===== src/rtl/assert_macros.svh =====
// Assertion macros shared by the route lookup RTL.
`ifndef ASSERT_MACROS_SVH
`define ASSERT_MACROS_SVH

// Condition that must hold on every clock outside reset.
`define RLPM_ASSERT(lbl, expr, msg) \
  lbl: assert property (@(posedge clk) disable iff (!rst_n) (expr)) else $error(msg);

// Same-cycle implication.
`define RLPM_ASSERT_IMP(lbl, ante, cons, msg) \
  lbl: assert property (@(posedge clk) disable iff (!rst_n) (ante) |-> (cons)) \
    else $error(msg);

// Next-cycle implication.
`define RLPM_ASSERT_NXT(lbl, ante, cons, msg) \
  lbl: assert property (@(posedge clk) disable iff (!rst_n) (ante) |=> (cons)) \
    else $error(msg);

`endif


===== src/rtl/rlpm_pkg.sv =====
// Shared types, constants and helpers of the route lookup block.
`default_nettype none

package rlpm_pkg;

  localparam int DEF_ENTRIES = 16;
  localparam int SLOT_W      = 4;
  localparam int SLOT_CNT    = 2 ** SLOT_W;
  localparam int ADDR_W      = 32;
  localparam int LEN_W       = 6;

  localparam logic OP_WRITE  = 1'b0;
  localparam logic OP_LOOKUP = 1'b1;

  typedef enum logic [1:0] {
    ACT_DELIVER = 2'd0,
    ACT_FORWARD = 2'd1,
    ACT_DROP    = 2'd2,
    ACT_LOCAL   = 2'd3
  } action_t;

  typedef enum logic [1:0] {
    ST_IDLE,
    ST_SCAN,
    ST_DONE
  } scan_state_t;

  // One route as kept in the table memory; len is the mask popcount.
  typedef struct packed {
    logic [ADDR_W-1:0] net;
    logic [ADDR_W-1:0] mask;
    logic [ADDR_W-1:0] gw;
    logic [ADDR_W-1:0] iface;
    logic [LEN_W-1:0]  len;
  } route_t;

  typedef struct packed {
    logic              en;
    logic [SLOT_W-1:0] slot;
    logic              valid;
    route_t            route;
  } tbl_wr_t;

  typedef struct packed {
    logic              en;
    logic [SLOT_W-1:0] addr;
  } tbl_rd_t;

  // Mask popcount: nibble counts, then an 8-term sum.
  function automatic logic [LEN_W-1:0] ones32(input logic [ADDR_W-1:0] m);
    logic [2:0]       nib [8];
    logic [LEN_W-1:0] sum;
    for (int i = 0; i < 8; i++) begin
      nib[i] = 3'(m[4*i]) + 3'(m[4*i+1]) + 3'(m[4*i+2]) + 3'(m[4*i+3]);
    end
    sum = '0;
    for (int i = 0; i < 8; i++) begin
      sum = sum + LEN_W'(nib[i]);
    end
    return sum;
  endfunction

endpackage

`default_nettype wire


===== src/rtl/rlpm_if.sv =====
// Valid/ready channel interfaces for lookup requests and results.
`default_nettype none

interface rlpm_in_if;
  logic        valid;
  logic        ready;
  logic        op;
  logic [3:0]  slot;
  logic        entry_valid;
  logic [31:0] net_address;
  logic [31:0] net_mask;
  logic [31:0] gateway_address;
  logic [31:0] interface_address;
  logic [31:0] dest_ip;
  logic        local_origin;

  modport source (
    output valid, op, slot, entry_valid, net_address, net_mask, gateway_address,
           interface_address, dest_ip, local_origin,
    input  ready
  );
  modport sink (
    input  valid, op, slot, entry_valid, net_address, net_mask, gateway_address,
           interface_address, dest_ip, local_origin,
    output ready
  );
endinterface

interface rlpm_out_if;
  logic        valid;
  logic        ready;
  logic [1:0]  action;
  logic        route_found;
  logic [3:0]  route_slot;
  logic [5:0]  prefix_length;
  logic [31:0] hop_addr;
  logic [31:0] out_interface;

  modport source (
    output valid, action, route_found, route_slot, prefix_length, hop_addr,
           out_interface,
    input  ready
  );
  modport sink (
    input  valid, action, route_found, route_slot, prefix_length, hop_addr,
           out_interface,
    output ready
  );
endinterface

`default_nettype wire


===== src/rtl/rlpm_table.sv =====
// Route table: one synchronous route memory plus per-slot valid flops.
`default_nettype none
`include "assert_macros.svh"

module rlpm_table #(
  parameter int ENTRIES = rlpm_pkg::DEF_ENTRIES
) (
  input  wire logic             clk,
  input  wire logic             rst_n,
  input  wire rlpm_pkg::tbl_wr_t wr,
  input  wire rlpm_pkg::tbl_rd_t rd,
  output rlpm_pkg::route_t      rd_route,
  output logic                  rd_valid
);
  import rlpm_pkg::*;

  // Only slots reachable by the 4-bit slot field can ever hold a route.
  localparam int SLOTS = (ENTRIES < SLOT_CNT) ? ENTRIES : SLOT_CNT;
  localparam int IDX_W = (SLOTS > 1) ? $clog2(SLOTS) : 1;

  route_t            mem [SLOTS];
  logic [SLOTS-1:0]  valid_r;
  route_t            rd_route_r;
  logic              rd_valid_r;

  logic [IDX_W-1:0]  widx;
  logic [IDX_W-1:0]  ridx;

  assign widx = wr.slot[IDX_W-1:0];
  assign ridx = rd.addr[IDX_W-1:0];

  always_ff @(posedge clk) begin
    if (wr.en) begin
      mem[widx] <= wr.route;
    end
    if (rd.en) begin
      rd_route_r <= mem[ridx];
    end
  end

  always_ff @(posedge clk) begin
    if (!rst_n) begin
      valid_r    <= '0;
      rd_valid_r <= 1'b0;
    end else begin
      if (wr.en) begin
        valid_r[widx] <= wr.valid;
      end
      if (rd.en) begin
        rd_valid_r <= valid_r[ridx];
      end
    end
  end

  assign rd_route = rd_route_r;
  assign rd_valid = rd_valid_r;

  // Writes land only while no scan is reading the memory.
  `RLPM_ASSERT_IMP(a_no_wr_rd_overlap, wr.en, !rd.en, "table write during scan read")

endmodule

`default_nettype wire


===== src/rtl/rlpm_scan.sv =====
// Lookup sequencer: accepts words, scans the table, keeps the best match.
`default_nettype none
`include "assert_macros.svh"

module rlpm_scan #(
  parameter int ENTRIES = rlpm_pkg::DEF_ENTRIES
) (
  input  wire logic              clk,
  input  wire logic              rst_n,
  rlpm_in_if.sink                in_ch,
  rlpm_out_if.source             out_ch,
  output rlpm_pkg::tbl_wr_t      wr,
  output rlpm_pkg::tbl_rd_t      rd,
  input  wire rlpm_pkg::route_t  rd_route,
  input  wire logic              rd_valid
);
  import rlpm_pkg::*;

  localparam int SLOTS = (ENTRIES < SLOT_CNT) ? ENTRIES : SLOT_CNT;
  localparam int CNT_W = $clog2(SLOTS + 1);

  scan_state_t       state_r, state_nxt;
  logic [CNT_W-1:0]  cnt_r;
  logic              rd_vld_r;
  logic [SLOT_W-1:0] rd_idx_r;

  logic [ADDR_W-1:0] dst_r;
  logic              local_r;
  logic              found_r;
  logic [SLOT_W-1:0] best_idx_r;
  logic [LEN_W-1:0]  best_len_r;
  logic [ADDR_W-1:0] best_gw_r;
  logic [ADDR_W-1:0] best_if_r;

  logic              out_valid_r;
  action_t           act_r;
  logic              found_o_r;
  logic [SLOT_W-1:0] slot_o_r;
  logic [LEN_W-1:0]  len_o_r;
  logic [ADDR_W-1:0] hop_o_r;
  logic [ADDR_W-1:0] if_o_r;

  logic              in_fire;
  logic              scan_last;
  logic              load_out;
  logic              hit;
  logic              better;
  action_t           act_nxt;
  logic [ADDR_W-1:0] hop_nxt;

  assign in_fire = in_ch.valid && in_ch.ready;
  assign hit     = rd_vld_r && rd_valid &&
                   (((dst_r ^ rd_route.net) & rd_route.mask) == '0);
  assign better  = hit && (!found_r || (rd_route.len > best_len_r));
  assign scan_last = (cnt_r == CNT_W'(SLOTS)) && !rd_vld_r;

  // Table write port: writes beyond the table are dropped.
  always_comb begin
    wr.en          = in_fire && (in_ch.op == OP_WRITE) &&
                     ({1'b0, in_ch.slot} < (SLOT_W+1)'(SLOTS));
    wr.slot        = in_ch.slot;
    wr.valid       = in_ch.entry_valid;
    wr.route.net   = in_ch.net_address;
    wr.route.mask  = in_ch.net_mask;
    wr.route.gw    = in_ch.gateway_address;
    wr.route.iface = in_ch.interface_address;
    wr.route.len   = ones32(in_ch.net_mask);
  end

  always_ff @(posedge clk) begin
    if (!rst_n) begin
      state_r <= ST_IDLE;
    end else begin
      state_r <= state_nxt;
    end
  end

  always_comb begin
    state_nxt   = state_r;
    in_ch.ready = 1'b0;
    rd.en       = 1'b0;
    rd.addr     = SLOT_W'(cnt_r);
    load_out    = 1'b0;
    case (state_r)
      ST_IDLE: begin
        in_ch.ready = 1'b1;
        if (in_ch.valid && (in_ch.op == OP_LOOKUP)) begin
          state_nxt = ST_SCAN;
        end
      end
      ST_SCAN: begin
        rd.en = (cnt_r < CNT_W'(SLOTS));
        if (scan_last) begin
          state_nxt = ST_DONE;
        end
      end
      ST_DONE: begin
        if (!out_valid_r || out_ch.ready) begin
          load_out  = 1'b1;
          state_nxt = ST_IDLE;
        end
      end
      default: begin
        state_nxt = ST_IDLE;
      end
    endcase
  end

  // Result fields from the winning route, or the drop or local verdict when none matched.
  always_comb begin
    if (found_r) begin
      hop_nxt = (best_gw_r != '0) ? best_gw_r : dst_r;
      if (local_r) begin
        act_nxt = ACT_LOCAL;
      end else begin
        act_nxt = (best_gw_r != '0) ? ACT_FORWARD : ACT_DELIVER;
      end
    end else begin
      hop_nxt = '0;
      act_nxt = local_r ? ACT_LOCAL : ACT_DROP;
    end
  end

  always_ff @(posedge clk) begin
    if (!rst_n) begin
      cnt_r       <= '0;
      rd_vld_r    <= 1'b0;
      found_r     <= 1'b0;
      out_valid_r <= 1'b0;
    end else begin
      rd_vld_r <= rd.en;
      if (in_fire && (in_ch.op == OP_LOOKUP)) begin
        cnt_r   <= '0;
        found_r <= 1'b0;
      end else begin
        if (rd.en) begin
          cnt_r <= cnt_r + 1'b1;
        end
        if (better) begin
          found_r <= 1'b1;
        end
      end
      if (load_out) begin
        out_valid_r <= 1'b1;
      end else if (out_ch.ready) begin
        out_valid_r <= 1'b0;
      end
    end
  end

  always_ff @(posedge clk) begin
    if (in_fire && (in_ch.op == OP_LOOKUP)) begin
      dst_r   <= in_ch.dest_ip;
      local_r <= in_ch.local_origin;
    end
    if (rd.en) begin
      rd_idx_r <= rd.addr;
    end
    if (better) begin
      best_idx_r <= rd_idx_r;
      best_len_r <= rd_route.len;
      best_gw_r  <= rd_route.gw;
      best_if_r  <= rd_route.iface;
    end
    if (load_out) begin
      act_r     <= act_nxt;
      found_o_r <= found_r;
      slot_o_r  <= found_r ? best_idx_r : '0;
      len_o_r   <= found_r ? best_len_r : '0;
      hop_o_r   <= hop_nxt;
      if_o_r    <= found_r ? best_if_r : '0;
    end
  end

  assign out_ch.valid         = out_valid_r;
  assign out_ch.action        = act_r;
  assign out_ch.route_found   = found_o_r;
  assign out_ch.route_slot    = slot_o_r;
  assign out_ch.prefix_length = len_o_r;
  assign out_ch.hop_addr      = hop_o_r;
  assign out_ch.out_interface = if_o_r;

  `RLPM_ASSERT(a_cnt_bound, cnt_r <= CNT_W'(SLOTS), "scan counter past table end")
  `RLPM_ASSERT_NXT(a_lookup_starts, in_fire && (in_ch.op == OP_LOOKUP),
                   (state_r == ST_SCAN) && (cnt_r == '0) && !found_r,
                   "lookup did not start a fresh scan")
  `RLPM_ASSERT_IMP(a_full_scan, (state_r == ST_DONE) && ($past(state_r) == ST_SCAN),
                   (cnt_r == CNT_W'(SLOTS)) && !rd_vld_r,
                   "scan ended before every slot was checked")
  `RLPM_ASSERT_IMP(a_len_range, found_r, best_len_r <= LEN_W'(ADDR_W),
                   "winning prefix length out of range")

endmodule

`default_nettype wire


===== src/rtl/route_longest_prefix_match.sv =====
// Top level of the IPv4 longest-prefix-match route lookup.
//
//  channel | direction | words carried
//  --------+-----------+------------------------------------------------
//  in_ch   | in        | route write (op 0) or lookup request (op 1)
//  out_ch  | out       | one lookup result per lookup, none per write
//
//  A write word is accepted on any idle cycle.
//  A lookup holds off the next accept until its scan of min(ENTRIES,16) slots
//  ends and its result is loaded: the route memory delivers one entry per cycle on its read port.
//  A finished result waits in the output register; the next word is taken
//  meanwhile, and only a second result stalls until the first is taken.
//  Reset (rst_n low, synchronous) marks every slot invalid at once.

`default_nettype none

module route_longest_prefix_match #(
  parameter int ENTRIES = rlpm_pkg::DEF_ENTRIES
) (
  input  wire logic  clk,
  input  wire logic  rst_n,
  rlpm_in_if.sink    in_ch,
  rlpm_out_if.source out_ch
);
  import rlpm_pkg::*;

  tbl_wr_t tbl_wr;
  tbl_rd_t tbl_rd;
  route_t  tbl_route;
  logic    tbl_valid;

  // Sequencer: handshakes, scan counter, best-match tracking, result register.
  rlpm_scan #(
    .ENTRIES (ENTRIES)
  ) u_scan (
    .clk      (clk),
    .rst_n    (rst_n),
    .in_ch    (in_ch),
    .out_ch   (out_ch),
    .wr       (tbl_wr),
    .rd       (tbl_rd),
    .rd_route (tbl_route),
    .rd_valid (tbl_valid)
  );

  // Route memory with registered read data and per-slot valid flops.
  rlpm_table #(
    .ENTRIES (ENTRIES)
  ) u_table (
    .clk      (clk),
    .rst_n    (rst_n),
    .wr       (tbl_wr),
    .rd       (tbl_rd),
    .rd_route (tbl_route),
    .rd_valid (tbl_valid)
  );

endmodule

`default_nettype wire


===== src/flat_wrapper.sv =====
// flat-port wrapper written by rule: the top's interface ports become plain ports
module route_longest_prefix_match_flat import rlpm_pkg::*;
#(
  parameter int ENTRIES = rlpm_pkg::DEF_ENTRIES
)
  (clk, rst_n, in_ch_valid, in_ch_op, in_ch_slot, in_ch_entry_valid, in_ch_net_address, in_ch_net_mask, in_ch_gateway_address, in_ch_interface_address, in_ch_dest_ip, in_ch_local_origin, in_ch_ready, out_ch_valid, out_ch_action, out_ch_route_found, out_ch_route_slot, out_ch_prefix_length, out_ch_hop_addr, out_ch_out_interface, out_ch_ready);
  rlpm_in_if in_ch_i ();
  rlpm_out_if out_ch_i ();
  input  wire logic clk;
  input  wire logic rst_n;
  input wire logic [$bits(in_ch_i.valid)-1:0] in_ch_valid;
  input wire logic [$bits(in_ch_i.op)-1:0] in_ch_op;
  input wire logic [$bits(in_ch_i.slot)-1:0] in_ch_slot;
  input wire logic [$bits(in_ch_i.entry_valid)-1:0] in_ch_entry_valid;
  input wire logic [$bits(in_ch_i.net_address)-1:0] in_ch_net_address;
  input wire logic [$bits(in_ch_i.net_mask)-1:0] in_ch_net_mask;
  input wire logic [$bits(in_ch_i.gateway_address)-1:0] in_ch_gateway_address;
  input wire logic [$bits(in_ch_i.interface_address)-1:0] in_ch_interface_address;
  input wire logic [$bits(in_ch_i.dest_ip)-1:0] in_ch_dest_ip;
  input wire logic [$bits(in_ch_i.local_origin)-1:0] in_ch_local_origin;
  output wire logic [$bits(in_ch_i.ready)-1:0] in_ch_ready;
  output wire logic [$bits(out_ch_i.valid)-1:0] out_ch_valid;
  output wire logic [$bits(out_ch_i.action)-1:0] out_ch_action;
  output wire logic [$bits(out_ch_i.route_found)-1:0] out_ch_route_found;
  output wire logic [$bits(out_ch_i.route_slot)-1:0] out_ch_route_slot;
  output wire logic [$bits(out_ch_i.prefix_length)-1:0] out_ch_prefix_length;
  output wire logic [$bits(out_ch_i.hop_addr)-1:0] out_ch_hop_addr;
  output wire logic [$bits(out_ch_i.out_interface)-1:0] out_ch_out_interface;
  input wire logic [$bits(out_ch_i.ready)-1:0] out_ch_ready;
  assign in_ch_i.valid = in_ch_valid;
  assign in_ch_i.op = in_ch_op;
  assign in_ch_i.slot = in_ch_slot;
  assign in_ch_i.entry_valid = in_ch_entry_valid;
  assign in_ch_i.net_address = in_ch_net_address;
  assign in_ch_i.net_mask = in_ch_net_mask;
  assign in_ch_i.gateway_address = in_ch_gateway_address;
  assign in_ch_i.interface_address = in_ch_interface_address;
  assign in_ch_i.dest_ip = in_ch_dest_ip;
  assign in_ch_i.local_origin = in_ch_local_origin;
  assign in_ch_ready = in_ch_i.ready;
  assign out_ch_valid = out_ch_i.valid;
  assign out_ch_action = out_ch_i.action;
  assign out_ch_route_found = out_ch_i.route_found;
  assign out_ch_route_slot = out_ch_i.route_slot;
  assign out_ch_prefix_length = out_ch_i.prefix_length;
  assign out_ch_hop_addr = out_ch_i.hop_addr;
  assign out_ch_out_interface = out_ch_i.out_interface;
  assign out_ch_i.ready = out_ch_ready;
  route_longest_prefix_match #(.ENTRIES(ENTRIES)) u_core (.clk(clk), .rst_n(rst_n), .in_ch(in_ch_i), .out_ch(out_ch_i));
endmodule

===== config.mk =====
export PLATFORM = sky130hd
export DESIGN_NAME = route_longest_prefix_match_flat
export DESIGN_NICKNAME = d
export VERILOG_FILES = /design/src/rtl/rlpm_pkg.sv /design/src/rtl/rlpm_if.sv /design/src/rtl/rlpm_table.sv /design/src/rtl/rlpm_scan.sv /design/src/rtl/route_longest_prefix_match.sv /design/src/flat_wrapper.sv
export VERILOG_INCLUDE_DIRS = /design/src /design/src/rtl
export SDC_FILE = /design/constraint.sdc
export NUM_CORES = 2
export LEC_CHECK = 0
export BUFFER_PORTS_ARGS = -buffer_cell sky130_fd_sc_hd__buf_2
export CAP_MARGIN = 20
export CORE_AREA = 5 5 463 465
export CTS_BUF_LIST = sky130_fd_sc_hd__clkbuf_4 sky130_fd_sc_hd__clkbuf_8
export DETAILED_ROUTE_END_ITERATION = 7
export DIE_AREA = 0 0 468 470
export HOLD_SLACK_MARGIN = 0.08
export PLACE_DENSITY_LB_ADDON = 0.3
export SYNTH_ARGS = -nofsm -noshare
export SYNTH_HDL_FRONTEND = slang
export SYNTH_SLANG_ARGS = --single-unit

===== constraint.sdc =====
create_clock -name clk -period 19 [get_ports clk]
set_clock_uncertainty 0.2 [all_clocks]
set_input_delay 3.8 -clock clk [delete_from_list [all_inputs] [get_ports clk]]
set_output_delay 3.8 -clock clk [all_outputs]
set_load 0.02 [all_outputs]

==> impl_metrics.toml <==
[clock_tree]
clk_latency_ps = 1060
cts_hold_buffers = 0
clock_path_buffers = 4
h-tree-depth = 5
cts_tree = "done"
cts_setup_buffers = 0
cts-root-buf = "clkbuf_8"
cts_made_buffers = 398
cts_resized = 0
clk_pin_slew_worst_paths_ps = 60
clkSinkCount = 2493

[global_route]
grt_max_degree = 158
grt_usage_pct = 20.4
grt_pass1_vias = 44200
antenna_found_initial = 47
grt_util_met1_pct = 27.2
grt-ovfl-total = 0
grt_pass1_wl_mm = 322
use_met2_pct = 32.8
use_met3_pct = 4.07
busiest_layer = "met2"

[timing]
finalSetupViolCount = 0
hold_viol_final = 0
fin_crit_sh_pct = 43.5
tightest_slew_ps = 1080
fin_tns_setup_ps = 0
fmax_mhz = 121
rsz0062_at_grt = "no"
finalCriticalPeriod_ps = 8270
report.final.slew_viol_count = 0
slew_headroom_pct = 28.3

[route]
drc = 0
wirelength_mm = 224
viasPerCell = 5.69
dr.pass1.iters = 7
final_antenna_net_count = 0
dr.first_iter.drc_count = 4374
num_vias = 42200
wl_per_cell_um = 30.2

[final_layout]
fin_cells = 7416
final_util_pct = 50.5
seqCellArea_um2 = 74600
layout.cells.most_common = "edfxtp_1"
layout.nets = 4512
area_delta_synth_final_pct = 12.9
layout-drive-gt1-share_pct = 35.2
most-common-layout-cells = "edfxtp_1 (2466), mux4_2 (675), clkbuf_8 (402)"
multi_input_area_um2 = 18100
n_fill_cell = 16200

[placement]
place_congestion = 0.864
port_buffers = 249
hpwl_mm = 125
dp_cells = 6705

[logic_synthesis]
seq_area_frac_synth_pct = 79.7
synth.avg_cell_area_um2 = 25.1
ys_seq_elements = 2493
yosysWarnings = 0
yosysUniqueCellTypes = 48
netlist_area_um2 = 93600
synthCells = 3734
synth_nets = 3943

[worst_setup_path]
cp-end-kind = "register"
rr_startpoint = "u_core.u_scan.cnt_r[1]"
rr_endpoint = "u_core.u_table.rd_route[42]"
cp_common_cell = "fa_1"
cp_data_arrival_time_ps = 8960
critPathTopFamily = "adder cells"
ff2ff_path_depth = 6
crit_path_max_fanout = 17
crit_path_top_delay_cell = "fa_1"
critPathMaxStageDelay_ps = 570
required_ps = 19690
rrSetupSlack_ps = 13380
path_cells = "buf_2 -> inv_1 -> fa_1 -> fa_1 -> inv_1 -> fa_1 -> inv_1 -> fa_1 -> fa_1 -> fa_1 -> inv_1 -> ha_1 -> fa_1 -> a21o_1 -> a21oi_1 -> xnor2_1 -> buf_4"
cp-start-kind = "input port"
critPathBufInv = 6
crit_type = "in2reg"

[die]
row_count = 168
floorplan.io_pins = 250
die_area_um2 = 220000
initial_utilization_pct = 44.8
placeableCoreArea_um2 = 209000
dieWidth_um = 468
fp.dieH_um = 470

[outcome]
status = "finished, final reports clean"

[pwr]
irDropWorstVdd_mv = 0.228
leakagePower_nw = 32.4
power.density_nw_per_um2 = 108

[hold_path]
min_delay_path_depth = 0
hold_end = "u_core.u_scan.best_if_r[25]"
min_path_type = "reg2reg"
min_from = "u_core.u_table.rd_route[31]"

[run]
drv_cap = 0
==> area by class of cell <==
cell class              instances  area share [%]
flip-flops and latches       2493            70.6
multi-input cells            1026            17.1
clock buffers                 510            6.00
well taps                    2805            3.32
repair buffers                336            1.87
clock inverters               178           0.868
inverters                      48           0.171
diodes                         20          0.0474
==> where the power goes <==
group / switching [mW] / leakage, nW / internal, mW
Clock: 2.01 / 3.84 / 2.24
Combinational: 0.507 / 6.12 / 0.291
Sequential: 0.0293 / 22.4 / 6.34
Total: 2.55 / 32.4 / 8.87
==> cell usage after synthesis, drive strengths merged <==
| master | instances | share of area (%) |
|---|---|---|
| a2111oi | 1 | 0.0094 |
| a211o | 1 | 0.0094 |
| a21boi | 13 | 0.10 |
| a21o | 3 | 0.024 |
| a21oi | 6 | 0.032 |
| a221oi | 7 | 0.065 |
| a222oi | 1 | 0.011 |
| a22o | 6 | 0.056 |
| a22oi | 7 | 0.056 |
| a41oi | 1 | 0.0094 |
| and2 | 76 | 0.51 |
| and3 | 1 | 0.0067 |
| and4 | 1 | 0.0094 |
| buf | 82 | 0.63 |
| clkbuf | 85 | 0.34 |
| dfxtp | 27 | 0.58 |
| edfxtp | 2466 | 79 |
| fa | 24 | 0.51 |
| ha | 14 | 0.19 |
| inv | 48 | 0.19 |
| mux2i | 4 | 0.043 |
| mux4 | 675 | 16 |
| nand2 | 25 | 0.10 |
| nand2b | 8 | 0.053 |
| nand3 | 1 | 0.0053 |
| nand3b | 4 | 0.032 |
| nand4 | 9 | 0.060 |
| nand4b | 1 | 0.0094 |
| nor2 | 21 | 0.084 |
| nor2b | 8 | 0.053 |
| nor3 | 4 | 0.027 |
| nor4 | 9 | 0.060 |
| nor4b | 1 | 0.016 |
| o2111ai | 1 | 0.0094 |
| o21a | 34 | 0.27 |
| o21ai | 15 | 0.080 |
| o22ai | 2 | 0.013 |
| o2bb2ai | 1 | 0.0094 |
| o32ai | 1 | 0.0094 |
| or3b | 1 | 0.0094 |
| or4 | 1 | 0.0080 |
| xnor2 | 5 | 0.047 |
| xor2 | 33 | 0.31 |
==> worst register-to-register path, stage by stage (launching register included) <==
cell,delay (ps)
dfxtp_4,820
buf_4,890
buf_4,970
buf_4,720
buf_4,770
mux4_2,450
mux4_2,520
==> routing by layer <==
layer  vias up  wire length, um
met3       421            14000
met4        30            10000
met2      1688           111000
met1     22900            89200
met5         -              183
li1      17200                -
==> metrics by stage <==
stage / hold WS (ps) / worst slack (ps) / area (um^2) / power [mW]
detailed placement: 205 / 9350 / 98300 / 7.25
floorplan: 200 / 4410 / 93600 / 6.94
CTS: 182 / 10510 / 106000 / 11.5
global route: 206 / 10630 / 106000 / 11.9
finish: 194 / 10730 / 106000 / 11.4
global placement: 201 / 9420 / 98300 / 7.21
==> cell families (layout without fill, tap and decap cells) <==
family / Yosys count / in the layout / synth area share [%]
buffers and inverters: 215 / 1072 / 1.16
AOI/OAI and AO/OA: 100 / 100 / 0.771
DFF: 2493 / 2493 / 79.7
muxes: 679 / 679 / 16.3
xor gates and xnor gates: 38 / 38 / 0.356
and+or+nand+nor: 171 / 171 / 1.04
other: 0 / 20 / 0
adders and majority gates: 38 / 38 / 0.700
==> how the worst max path moves through the flow <==
stage / start / endpoint / depth (start not counted)
3_3_place_gp: in_ch_net_mask[23] / u_core.u_table.mem[4][2] / 14
2_1_floorplan: in_ch_op / u_core.u_table.valid_r[2] / 5
5_1_grt: in_ch_net_mask[23] / u_core.u_table.mem[4][4] / 17
6_report: in_ch_net_mask[23] / u_core.u_table.mem[6][4] / 17
3_5_place_dp: in_ch_net_mask[23] / u_core.u_table.mem[5][2] / 14
4_1_cts: in_ch_net_mask[23] / u_core.u_table.mem[6][2] / 14
==> flip-flops by register name (all words and copies together), names as in the netlist, 4 cells and up <==
register                            flops
u_core.u_scan.best_if_r                32
u_core.u_scan.out_ch.hop_addr          32
u_core.u_scan.out_ch.prefix_length      6
u_core.u_scan.cnt_r                     5
u_core.u_scan.out_ch.out_interface     32
u_core.u_scan.best_gw_r                32
u_core.u_table.rd_route               134
u_core.u_table.valid_r                 16
u_core.u_scan.rd_idx_r                  4
u_core.u_scan.dst_r                    32
u_core.u_scan.best_idx_r                4
u_core.u_scan.best_len_r                6
u_core.u_table.mem                   2144
u_core.u_scan.out_ch.route_slot         4
No activity file was read; power rests on OpenSTA's default activity.
